File: src/design/battery_soc_estimator_defines.svh
// ----------------------------------------------------------------------------
// Battery state-of-charge estimator: assertion macros
// Shared assertion helpers for the estimator's concurrent checks.
// ----------------------------------------------------------------------------
`ifndef BATTERY_SOC_ESTIMATOR_DEFINES_SVH
`define BATTERY_SOC_ESTIMATOR_DEFINES_SVH

// Same-cycle implication, checked on the rising clock edge outside reset.
`define BSE_ASSERT_IMPL(name, ante, cons, msg) \
  name: assert property (@(posedge clk) disable iff (rst) (ante) |-> (cons)) \
    else $error(msg);

// Next-cycle implication, checked on the rising clock edge outside reset.
`define BSE_ASSERT_NEXT(name, ante, cons, msg) \
  name: assert property (@(posedge clk) disable iff (rst) (ante) |=> (cons)) \
    else $error(msg);

`endif

File: src/design/bse_pkg.sv
// ----------------------------------------------------------------------------
// Battery state-of-charge estimator package
// Field widths, the open-circuit-voltage table and shared types.
// ----------------------------------------------------------------------------
`timescale 1ns / 1ps

package bse_pkg;

  localparam int ADC_BITS   = 12;
  localparam int GAIN_W     = 18;
  localparam int OFS_W      = 9;
  localparam int SOC_W      = 10;
  localparam int FILLED_W   = 7;
  localparam int GAIN_FRAC  = 16;
  localparam int PROD_W     = ADC_BITS + GAIN_W;
  localparam int MV_W       = PROD_W - GAIN_FRAC;
  localparam int PADDR_W    = 3;
  localparam int PDATA_W    = 32;

  localparam logic [GAIN_W-1:0] GAIN_RESET = 18'd168166;
  localparam logic [OFS_W-1:0]  OFS_RESET  = 9'd100;

  localparam int TABLE_POINTS = 21;
  localparam int SEG_IDX_W    = $clog2(TABLE_POINTS);
  localparam int SEG_W        = 9;
  localparam int STEP_W       = 6;
  localparam int INTERP_W     = SEG_W + STEP_W;

  localparam logic [MV_W-1:0] OCV_MV [TABLE_POINTS] = '{
    14'd3000, 14'd3280, 14'd3360, 14'd3420, 14'd3490, 14'd3550,
    14'd3610, 14'd3670, 14'd3710, 14'd3750, 14'd3790, 14'd3830,
    14'd3870, 14'd3910, 14'd3950, 14'd3980, 14'd4020, 14'd4080,
    14'd4110, 14'd4150, 14'd4200
  };

  localparam logic [SOC_W-1:0] SOC_PTS [TABLE_POINTS] = '{
    10'd0,   10'd50,  10'd100, 10'd150, 10'd200, 10'd250,
    10'd300, 10'd350, 10'd400, 10'd450, 10'd500, 10'd550,
    10'd600, 10'd650, 10'd700, 10'd750, 10'd800, 10'd850,
    10'd900, 10'd950, 10'd1000
  };

  typedef enum logic {
    REG_GAIN,
    REG_OFFSET
  } reg_sel_t;

  typedef enum logic [3:0] {
    ST_IDLE,
    ST_MUL,
    ST_SEG,
    ST_ISTART,
    ST_IDIV,
    ST_COMMIT,
    ST_ASTART,
    ST_ADIV,
    ST_OUT
  } state_t;

  typedef struct packed {
    logic rd;
    logic wr;
  } ring_ctrl_t;

endpackage

File: src/design/bse_mul.sv
// ----------------------------------------------------------------------------
// Bit-serial gain multiplier
// Forms adc_count * gain_q16 one converter bit per cycle, MSB first.
// ----------------------------------------------------------------------------
`timescale 1ns / 1ps

module bse_mul (
  input  logic                        clk,
  input  logic                        rst,
  input  logic                        start,
  input  logic [bse_pkg::ADC_BITS-1:0] adc,
  input  logic [bse_pkg::GAIN_W-1:0]  gain,
  output logic                        done,
  output logic [bse_pkg::PROD_W-1:0]  product
);
  import bse_pkg::*;

  localparam int CNT_W = $clog2(ADC_BITS + 1);

  logic                busy;
  logic [CNT_W-1:0]    cnt;
  logic [ADC_BITS-1:0] bits;
  logic [PROD_W-1:0]   acc;
  logic [PROD_W-1:0]   acc_next;

  assign acc_next = {acc[PROD_W-2:0], 1'b0} +
                    (bits[ADC_BITS-1] ? PROD_W'(gain) : '0);
  assign product  = acc;

  always_ff @(posedge clk) begin
    if (rst) begin
      busy <= 1'b0;
      done <= 1'b0;
      cnt  <= '0;
    end else begin
      done <= 1'b0;
      if (start) begin
        busy <= 1'b1;
        cnt  <= CNT_W'(ADC_BITS);
      end else if (busy) begin
        cnt <= cnt - 1'b1;
        if (cnt == CNT_W'(1)) begin
          busy <= 1'b0;
          done <= 1'b1;
        end
      end
    end
  end

  always_ff @(posedge clk) begin
    if (start) begin
      acc  <= '0;
      bits <= adc;
    end else if (busy) begin
      acc  <= acc_next;
      bits <= {bits[ADC_BITS-2:0], 1'b0};
    end
  end

endmodule

File: src/design/bse_div.sv
// ----------------------------------------------------------------------------
// Bit-serial restoring divider
// Produces one quotient bit per cycle; shared by interpolation and averaging.
// ----------------------------------------------------------------------------
`timescale 1ns / 1ps

module bse_div #(
  parameter int NUM_W = 17,
  parameter int DEN_W = 9
) (
  input  logic             clk,
  input  logic             rst,
  input  logic             start,
  input  logic [NUM_W-1:0] num,
  input  logic [DEN_W-1:0] den,
  output logic             done,
  output logic [NUM_W-1:0] quot
);
  import bse_pkg::*;

  localparam int CNT_W = $clog2(NUM_W + 1);

  logic             busy;
  logic [CNT_W-1:0] cnt;
  logic [NUM_W-1:0] qr;
  logic [DEN_W-1:0] rem;
  logic [DEN_W-1:0] den_r;
  logic [DEN_W:0]   trial;
  logic [DEN_W:0]   diff;
  logic             ge;

  assign trial = {rem, qr[NUM_W-1]};
  assign diff  = trial - {1'b0, den_r};
  assign ge    = trial >= {1'b0, den_r};
  assign quot  = qr;

  always_ff @(posedge clk) begin
    if (rst) begin
      busy <= 1'b0;
      done <= 1'b0;
      cnt  <= '0;
    end else begin
      done <= 1'b0;
      if (start) begin
        busy <= 1'b1;
        cnt  <= CNT_W'(NUM_W);
      end else if (busy) begin
        cnt <= cnt - 1'b1;
        if (cnt == CNT_W'(1)) begin
          busy <= 1'b0;
          done <= 1'b1;
        end
      end
    end
  end

  always_ff @(posedge clk) begin
    if (start) begin
      qr    <= num;
      den_r <= den;
      rem   <= '0;
    end else if (busy) begin
      rem <= ge ? diff[DEN_W-1:0] : trial[DEN_W-1:0];
      qr  <= {qr[NUM_W-2:0], ge};
    end
  end

endmodule

File: src/design/bse_ring.sv
// ----------------------------------------------------------------------------
// Averaging window ring
// Holds the last WINDOW instant results with a running sum and fill count.
// ----------------------------------------------------------------------------
`timescale 1ns / 1ps

module bse_ring #(
  parameter int WINDOW = 100,
  parameter int SUM_W  = 17,
  parameter int FILL_W = 7,
  parameter int PTR_W  = 7
) (
  input  logic                       clk,
  input  logic                       rst,
  input  bse_pkg::ring_ctrl_t        ctrl,
  input  logic [bse_pkg::SOC_W-1:0]  soc,
  output logic [SUM_W-1:0]           sum,
  output logic [FILL_W-1:0]          fill
);
  import bse_pkg::*;

  logic [SOC_W-1:0] mem [WINDOW];
  logic [SOC_W-1:0] old_q;
  logic [PTR_W-1:0] wptr;
  logic             full;
  logic [SUM_W-1:0] sum_next;

  assign full     = fill == FILL_W'(WINDOW);
  assign sum_next = sum - (full ? SUM_W'(old_q) : '0) + SUM_W'(soc);

  always_ff @(posedge clk) begin
    if (ctrl.wr) begin
      mem[wptr] <= soc;
    end
    if (ctrl.rd) begin
      old_q <= mem[wptr];
    end
  end

  always_ff @(posedge clk) begin
    if (rst) begin
      wptr <= '0;
      fill <= '0;
      sum  <= '0;
    end else if (ctrl.wr) begin
      sum  <= sum_next;
      fill <= full ? fill : fill + 1'b1;
      wptr <= (wptr == PTR_W'(WINDOW - 1)) ? '0 : wptr + 1'b1;
    end
  end

endmodule

File: src/design/battery_soc_estimator.sv
// ----------------------------------------------------------------------------
// Battery state-of-charge estimator
// Scales a converter sample to millivolts, interpolates state of charge
// from the open-circuit-voltage table and averages over a sample window.
//
//   Channel  Signals                                    Direction
//   in       in_valid, in_stall, adc_count, charging    request in
//   out      out_valid, out_stall, soc_tenths,          request out
//            avg_soc_tenths, charging_out, filled
//   cfg      psel, penable, pwrite, paddr, pwdata,      register access
//            prdata, pready
//
// A request is accepted only in the idle state, so no new request is taken
// until the previous result has been loaded into the output registers; the
// serial multiplier and the shared serial divider set how long a request takes.
// Reset clears the control state, the window count and sum, and the registers.
// A result waiting on out_stall holds its outputs while the next request
// is already accepted and computed.
// ----------------------------------------------------------------------------
`timescale 1ns / 1ps

module battery_soc_estimator #(
  parameter int WINDOW = 100
) (
  input  logic                          clk,
  input  logic                          rst,
  input  logic                          in_valid,
  output logic                          in_stall,
  input  logic [bse_pkg::ADC_BITS-1:0]  adc_count,
  input  logic                          charging,
  output logic                          out_valid,
  input  logic                          out_stall,
  output logic [bse_pkg::SOC_W-1:0]     soc_tenths,
  output logic [bse_pkg::SOC_W-1:0]     avg_soc_tenths,
  output logic                          charging_out,
  output logic [bse_pkg::FILLED_W-1:0]  filled,
  input  logic                          psel,
  input  logic                          penable,
  input  logic                          pwrite,
  input  logic [bse_pkg::PADDR_W-1:0]   paddr,
  input  logic [bse_pkg::PDATA_W-1:0]   pwdata,
  output logic [bse_pkg::PDATA_W-1:0]   prdata,
  output logic                          pready
);
  import bse_pkg::*;

  `include "battery_soc_estimator_defines.svh"

  localparam int SUM_W     = $clog2(WINDOW * 1000 + 1);
  localparam int FILL_W    = $clog2(WINDOW + 1);
  localparam int PTR_W     = (WINDOW > 1) ? $clog2(WINDOW) : 1;
  localparam int DIV_NUM_W = (INTERP_W > SUM_W) ? INTERP_W : SUM_W;
  localparam int DIV_DEN_W = (SEG_W > FILL_W) ? SEG_W : FILL_W;

  state_t state;
  state_t state_next;

  logic [GAIN_W-1:0]    gain_q16;
  logic [OFS_W-1:0]     charge_offset_mv;
  logic                 cfg_write;

  logic                 chg_r;
  logic [MV_W-1:0]      mv;
  logic [MV_W-1:0]      mv_raw;
  logic [MV_W-1:0]      mv_adj;
  logic [SEG_IDX_W-1:0] seg;
  logic [SEG_IDX_W-1:0] seg_cnt;
  logic [SEG_IDX_W-1:0] seg_hi;
  logic                 below;
  logic                 above;
  logic [SOC_W-1:0]     soc_r;
  logic [SOC_W-1:0]     soc_val;
  logic [SOC_W-1:0]     avg_r;
  logic                 flat;

  logic [SEG_W-1:0]     seg_diff;
  logic [SEG_W-1:0]     seg_den;
  logic [STEP_W-1:0]    seg_step;
  logic [INTERP_W-1:0]  interp_num;

  logic                 mul_start;
  logic                 mul_done;
  logic [PROD_W-1:0]    product;

  logic                 div_start;
  logic                 div_done;
  logic [DIV_NUM_W-1:0] div_num;
  logic [DIV_DEN_W-1:0] div_den;
  logic [DIV_NUM_W-1:0] div_quot;

  ring_ctrl_t           ring_ctrl;
  logic [SUM_W-1:0]     ring_sum;
  logic [FILL_W-1:0]    ring_fill;
  logic [FILL_W+FILLED_W-1:0] fill_ext;
  logic                 out_load;

  assign pready    = 1'b1;
  assign cfg_write = psel && penable && pwrite && pready;

  always_ff @(posedge clk) begin
    if (rst) begin
      gain_q16         <= GAIN_RESET;
      charge_offset_mv <= OFS_RESET;
    end else if (cfg_write) begin
      unique case (reg_sel_t'(paddr[2]))
        REG_GAIN:   gain_q16         <= pwdata[GAIN_W-1:0];
        REG_OFFSET: charge_offset_mv <= pwdata[OFS_W-1:0];
        default: begin
        end
      endcase
    end
  end

  always_comb begin
    unique case (reg_sel_t'(paddr[2]))
      REG_GAIN:   prdata = PDATA_W'(gain_q16);
      REG_OFFSET: prdata = PDATA_W'(charge_offset_mv);
      default:    prdata = '0;
    endcase
  end

  bse_mul u_mul (
    .clk     (clk),
    .rst     (rst),
    .start   (mul_start),
    .adc     (adc_count),
    .gain    (gain_q16),
    .done    (mul_done),
    .product (product)
  );

  bse_div #(
    .NUM_W (DIV_NUM_W),
    .DEN_W (DIV_DEN_W)
  ) u_div (
    .clk   (clk),
    .rst   (rst),
    .start (div_start),
    .num   (div_num),
    .den   (div_den),
    .done  (div_done),
    .quot  (div_quot)
  );

  bse_ring #(
    .WINDOW (WINDOW),
    .SUM_W  (SUM_W),
    .FILL_W (FILL_W),
    .PTR_W  (PTR_W)
  ) u_ring (
    .clk  (clk),
    .rst  (rst),
    .ctrl (ring_ctrl),
    .soc  (soc_r),
    .sum  (ring_sum),
    .fill (ring_fill)
  );

  // Voltage after the charging offset, clamped at zero.
  assign mv_raw = product[PROD_W-1:GAIN_FRAC];
  assign mv_adj = (chg_r && (mv_raw <= MV_W'(charge_offset_mv))) ? '0 :
                  (chg_r ? mv_raw - MV_W'(charge_offset_mv) : mv_raw);

  // The segment index is the number of upper breakpoints below the voltage.
  always_comb begin
    seg_cnt = '0;
    for (int j = 1; j < TABLE_POINTS; j++) begin
      seg_cnt = seg_cnt + SEG_IDX_W'(mv > OCV_MV[j]);
    end
  end
  assign seg_hi = SEG_IDX_W'(TABLE_POINTS - 2);

  assign seg_diff   = SEG_W'(mv - OCV_MV[seg]);
  assign seg_den    = SEG_W'(OCV_MV[seg + 1'b1] - OCV_MV[seg]);
  assign seg_step   = STEP_W'(SOC_PTS[seg + 1'b1] - SOC_PTS[seg]);
  assign interp_num = INTERP_W'(seg_diff) * INTERP_W'(seg_step);
  assign flat       = (OCV_MV[seg + 1'b1] <= OCV_MV[seg]) ||
                      (SOC_PTS[seg + 1'b1] < SOC_PTS[seg]);

  always_comb begin
    if (below) begin
      soc_val = SOC_PTS[0];
    end else if (above) begin
      soc_val = SOC_PTS[TABLE_POINTS-1];
    end else if (flat) begin
      soc_val = SOC_PTS[seg];
    end else begin
      soc_val = SOC_PTS[seg] + div_quot[SOC_W-1:0];
    end
  end

  always_comb begin
    if (state == ST_ASTART) begin
      div_num = DIV_NUM_W'(ring_sum);
      div_den = DIV_DEN_W'(ring_fill);
    end else begin
      div_num = DIV_NUM_W'(interp_num);
      div_den = DIV_DEN_W'(seg_den);
    end
  end

  always_ff @(posedge clk) begin
    if (rst) begin
      state <= ST_IDLE;
    end else begin
      state <= state_next;
    end
  end

  always_comb begin
    state_next = state;
    unique case (state)
      ST_IDLE:   if (in_valid) state_next = ST_MUL;
      ST_MUL:    if (mul_done) state_next = ST_SEG;
      ST_SEG:    state_next = ST_ISTART;
      ST_ISTART: state_next = ST_IDIV;
      ST_IDIV:   if (div_done) state_next = ST_COMMIT;
      ST_COMMIT: state_next = ST_ASTART;
      ST_ASTART: state_next = ST_ADIV;
      ST_ADIV:   if (div_done) state_next = ST_OUT;
      ST_OUT:    if (out_load) state_next = ST_IDLE;
      default:   state_next = ST_IDLE;
    endcase
  end

  always_comb begin
    in_stall     = state != ST_IDLE;
    mul_start    = (state == ST_IDLE) && in_valid;
    ring_ctrl.rd = (state == ST_IDLE) && in_valid;
    ring_ctrl.wr = state == ST_COMMIT;
    div_start    = (state == ST_ISTART) || (state == ST_ASTART);
    out_load     = (state == ST_OUT) && (!out_valid || !out_stall);
  end

  always_ff @(posedge clk) begin
    if (mul_start) begin
      chg_r <= charging;
    end
    if ((state == ST_MUL) && mul_done) begin
      mv <= mv_adj;
    end
    if (state == ST_SEG) begin
      seg   <= (seg_cnt > seg_hi) ? seg_hi : seg_cnt;
      below <= mv <= OCV_MV[0];
      above <= mv >= OCV_MV[TABLE_POINTS-1];
    end
    if ((state == ST_IDIV) && div_done) begin
      soc_r <= soc_val;
    end
    if ((state == ST_ADIV) && div_done) begin
      avg_r <= div_quot[SOC_W-1:0];
    end
  end

  assign fill_ext = {{FILLED_W{1'b0}}, ring_fill};

  always_ff @(posedge clk) begin
    if (rst) begin
      out_valid <= 1'b0;
    end else if (out_load) begin
      out_valid <= 1'b1;
    end else if (!out_stall) begin
      out_valid <= 1'b0;
    end
  end

  always_ff @(posedge clk) begin
    if (out_load) begin
      soc_tenths     <= soc_r;
      avg_soc_tenths <= avg_r;
      charging_out   <= chg_r;
      filled         <= fill_ext[FILLED_W-1:0];
    end
  end

  `BSE_ASSERT_IMPL(a_mul_done_in_mul, mul_done, state == ST_MUL, "multiplier done outside MUL")
  `BSE_ASSERT_IMPL(a_div_done, div_done, state == ST_IDIV || state == ST_ADIV, "stray div done")
  `BSE_ASSERT_NEXT(a_commit_fills, ring_ctrl.wr, ring_fill != '0, "window empty after commit")
  `BSE_ASSERT_NEXT(a_out_load, out_load, out_valid && state == ST_IDLE, "no result after load")

endmodule

File: config.mk
export PLATFORM = sky130hd
export DESIGN_NAME = battery_soc_estimator
export DESIGN_NICKNAME = d
export VERILOG_FILES = /design/src/design/bse_pkg.sv /design/src/design/bse_mul.sv /design/src/design/bse_div.sv /design/src/design/bse_ring.sv /design/src/design/battery_soc_estimator.sv
export VERILOG_INCLUDE_DIRS = /design/src /design/src/design
export SDC_FILE = /design/constraint.sdc
export NUM_CORES = 2
export LEC_CHECK = 0
export ABC_AREA = 1
export ABC_CLOCK_PERIOD_IN_PS = 7550
export BUFFER_PORTS_ARGS = -buffer_cell sky130_fd_sc_hd__buf_2
export CAP_MARGIN = 0
export CORE_MARGIN = 3
export CORE_UTILIZATION = 40
export CTS_BUF_LIST = sky130_fd_sc_hd__clkbuf_4 sky130_fd_sc_hd__clkbuf_8
export CTS_CLUSTER_DIAMETER = 50
export DETAILED_ROUTE_END_ITERATION = 10
export GPL_TIMING_DRIVEN = 1
export SYNTH_ARGS = -nofsm -noshare
export SYNTH_HDL_FRONTEND = slang
export SYNTH_SLANG_ARGS = --single-unit
File: constraint.sdc
create_clock -name clk -period 7.55 [get_ports clk]
set_clock_uncertainty 0.15 [all_clocks]
set_input_delay 1.1325 -clock clk [delete_from_list [all_inputs] [get_ports clk]]
set_output_delay 1.1325 -clock clk [all_outputs]
set_load 0.1 [all_outputs]
==> out/summary.md <==
The flow ran to the end, and the final reports show no timing, DRC or antenna violations. The number of different library cells in the post-synthesis netlist is 66, and the largest driver fanout on the critical path is 21. For the final routed database, the setup TNS stands at 0 ns.

At the worst endpoint, the arrival time is 7.46 ns. The ratio of cells with drive above 1 in the final layout is 0.108, and the total iterations of the first detailed-routing run is 6. The number of max-slew violations in the final report is 0. For hold timing, the worst endpoint is chg_r. In this run the static leakage power is 22.4 nW.

The count of buffers from port buffering was 86. Number of global-route vias before repair: 35720. The total setup violations reported at the end of the flow came out at 0. For the pin with the worst max-slew slack, the measured transition is 1.28 ns. Routability-driven placement finished with a final weighted congestion of 0.885. The detail-routed via count per cell works out to 5.44. Library cell used as clock root buffer: clkbuf_8. For the sum of net half-perimeters after detailed placement, the log shows 91200 um. Number of sinks handled by clock tree synthesis: 1233. The highest-delay cell along the critical path is fa_1. In this run the most critical hold path is launched from charging.

The count of flip-flops with a built-in enable after synthesis is 1118. The number of buffers inserted for hold repair after clock tree synthesis is 0. Die extent in x: 376 um. The sequential fraction of the synthesis area came out at 0.655.

The predominant post-synthesis flop cell is edfxtp_1. In the final routed layout, each cell accounts on average for 21.8 um. Maximum VDD drop: 0.570 mV. During I/O placement, the number of pins put on the boundary was 118. The total length of routed wires is 150000 um. The cell count of the worst hold path is 1. The overall power consumption was 20.6 mW; the total routing usage reported by global routing was 0.209.

On the worst path, the slowest cell contributes a delay of 0.58 ns. The floorplan has 135 rows. The capturing point of the worst reg2reg path was u_div.quot[14].

The max-capacitance violation count came out at 0. The min-delay analysis places its worst path in the category input pin to flop. STA classifies the critical path endpoint as a flop. The tools report the core area as 0.136 sq mm. The placed instances occupy a cell area of 0.0573 sq mm. TritonCTS built the clock tree. The initial antenna violation count is 3, and the initial cell density of the core is 0.404.

During synthesis, Yosys emitted a total of 0 warnings. Across all hold checks on the routed design, the worst slack comes to 0.241 ns. Global routing finished with a remaining overflow of 0. The synthesis-to-layout area growth works out to 12.1%. The post-CTS setup buffer count was 0; the mean instance size in the synthesized netlist was 11.6 sq um.

For flop-to-flop paths, the worst setup slack is 0.60 ns. Counting cells, the worst reg-to-reg path comes to 32. The fraction of the cycle the final worst path needs is 0.921, and the pin count of the biggest net entering global routing is 118. The startpoint of the worst-slack reg-to-reg timing path was seg[0].

The share of flip-flops with an asynchronous set or reset is 0. The relative max-transition margin came out at 0.145. For this design the ratio of total power to cell area is 335 mW/mm^2.

The setup path with the least slack is of type flop to flop. The logs give 4 for the H-tree depth and 3858 for the number of violations reported at the end of detailed-routing iteration 0. The y dimension of the die was 376 um; the post-synthesis cell count was 4739. The first global-routing pass estimated 224000 um of wire. The clock network latency to the later pin of the worst-skew pair came out at 0.94 ns. The number of nets at the end of the flow was 5162; the number of remaining DRC errors was 0. For the via count of the routed design, the log shows 37315.

For the netlist area before placement, the log shows 0.0548 sq mm. The maximum root-to-sink buffer count was 3; the data required time of the critical path was 8.06 ns. STA classifies the critical path startpoint as a flop.

After synthesis the netlist holds a flip-flop and latch count of 1233. The logs give 0 for the final number of hold-violating endpoints and 0.0614 sq mm for the post-route cell area. The number of buffers added by the clock tree synthesis step is 200, and the final period demand of the worst path is 6.95 ns. The maximum frequency from static timing analysis was 0.144 GHz. The detail route stage leaves a number of antenna-violating nets equal to 0. Setup repair after global routing left no endpoint under its margin. The cell that appears most often on the critical path is nand2_1. The die covers 0.142 sq mm.

Clock transition time at the flip-flop clock pins of the worst setup and hold paths: 0.06 ns.
-- state kept, by name, summed over array words and instances (netlist names), 10 cells and up --
signal and flops:
u_ring.mem 1000, u_mul.product 30, gain_q16 18, u_div.quot 17
u_ring.sum 17, mv 14, u_mul.bits 12, avg_r 10
avg_soc_tenths 10, soc_r 10, soc_tenths 10, u_ring.old_q 10
-- cell usage in the layout (no fill, tap or decap), types with 8 or more instances in the layout --
| cell | netlist | final |
|---|---|---|
| o221ai_1 | 12 | 12 |
| o21bai_1 | 11 | 11 |
| edfxtp_1 | 1118 | 1118 |
| o41ai_1 | 8 | 8 |
| xnor2_1 | 23 | 23 |
| nand4_1 | 139 | 139 |
| o211ai_1 | 30 | 30 |
| buf_4 | 16 | 70 |
| nand2_2 | 11 | 11 |
| nor3_1 | 31 | 31 |
| nor2_1 | 377 | 370 |
| clkbuf_8 | 0 | 204 |
| a21oi_1 | 185 | 185 |
| nand3_2 | 8 | 8 |
| o22ai_1 | 19 | 19 |
| a31oi_1 | 17 | 17 |
| a211oi_1 | 11 | 11 |
| clkinv_1 | 8 | 43 |
| xor2_1 | 41 | 40 |
| clkbuf_4 | 0 | 80 |
| buf_2 | 63 | 86 |
| nor4_1 | 14 | 13 |
| or2_2 | 8 | 8 |
| a22o_1 | 41 | 41 |
| clkinv_2 | 0 | 13 |
| dfxtp_1 | 115 | 115 |
| o21ai_0 | 235 | 235 |
| ha_1 | 141 | 141 |
| nand3_1 | 112 | 112 |
| inv_1 | 497 | 497 |
| nand2_1 | 922 | 922 |
| nand3b_1 | 9 | 9 |
| conb_1 | 2 | 15 |
| a22oi_1 | 139 | 139 |
| a221oi_1 | 102 | 102 |
| fa_1 | 51 | 51 |
-- stage by stage --
stage                     setup WS [ns]  utilization  instances
after floorplan                    1.11            -       4752
after global placement            0.586        0.422       6494
after detailed placement          0.484        0.422       6494
after CTS                         0.464        0.452       6854
after global routing             0.0536        0.452       6856
final                             0.599        0.452       6857
-- final cells by class --
type                       instances  area [sq um]
inverter                         515          1940
tap                             1781          2230
timing repair buffer             163          1100
sequential                      1233         35900
fill                           12486         74400
multi-input combinational       2802         16200
clock buffer                     284          3410
clock inverter                    76           709
antenna                            3          7.51
-- worst max-delay path: cells and delay by family (launching register included) --
family          cells  cell delay [ns]
simple gates        9             1.10
fa+ha+maj           7             2.98
xor+xnor            2             0.52
buf+inv             4             0.23
compound gates     10             1.36
flops               1             0.39
-- worst max-delay path by stage --
stage          startpoint              to  slack [ns]  cells after the start
2_1_floorplan      seg[0]  u_div.quot[13]        1.11                     31
3_3_place_gp       seg[0]  u_div.quot[14]        0.59                     30
3_5_place_dp       seg[0]  u_div.quot[14]        0.48                     32
4_1_cts            seg[0]  u_div.quot[14]        0.46                     32
5_1_grt            seg[0]  u_div.quot[14]        0.05                     26
6_report           seg[0]  u_div.quot[14]        0.60                     32
-- metal layers --
metal / vias to the layer above / GRT usage / part of all wire
met2: 1455 / 0.323 / 0.46
li1: 17275 / - / -
met1: 18343 / 0.297 / 0.44
met5: - / 0 / 0
met4: 0 / 0.0621 / 0.024
met3: 242 / 0.0426 / 0.081
-- cells by family (layout without fill, tap and decap cells) --
group / count (synthesis) / in the layout / share of synthesized area
and+or+nand+nor: 1659 / 1659 / 0.128
DFF: 1233 / 1233 / 0.655
AOI/OAI and AO/OA: 872 / 872 / 0.104
buffers and inverters: 717 / 1038 / 0.0524
adders and majority gates: 192 / 192 / 0.0508
xor gates and xnor gates: 64 / 64 / 0.0102
other: 2 / 18 / 0.000137
-- where the power goes --
part           leakage [nW]  total, mW  internal, mW  switching, mW
clock                  2.17       5.94          3.17           2.77
combinational          9.27       6.68          2.43           4.25
sequential             11.0       7.95          7.72          0.226
total                  22.4       20.6          13.3           7.24
-- synthesized netlist by cell type, types with 19 or more instances --
| master | number | share of area |
|---|---|---|
| a21oi_1 | 185 | 0.017 |
| a221oi_1 | 102 | 0.016 |
| a22o_1 | 41 | 0.0066 |
| a22oi_1 | 139 | 0.019 |
| buf_2 | 63 | 0.0058 |
| clkbuf_1 | 102 | 0.0070 |
| dfxtp_1 | 115 | 0.042 |
| edfxtp_1 | 1118 | 0.61 |
| fa_1 | 51 | 0.019 |
| ha_1 | 141 | 0.032 |
| inv_1 | 497 | 0.034 |
| nand2_1 | 922 | 0.063 |
| nand3_1 | 112 | 0.010 |
| nand4_1 | 139 | 0.016 |
| nor2_1 | 377 | 0.026 |
| nor3_1 | 31 | 0.0028 |
| o211ai_1 | 30 | 0.0041 |
| o21ai_0 | 235 | 0.021 |
| o22ai_1 | 19 | 0.0022 |
| xnor2_1 | 23 | 0.0037 |
| xor2_1 | 41 | 0.0066 |
-- repair_timing --
action,4_1_cts,5_1_grt
resized for setup,0,1
setup endpoints to repair,0,2
hold endpoints to repair,0,0
Note: power is estimated with default switching activity, not from simulation.
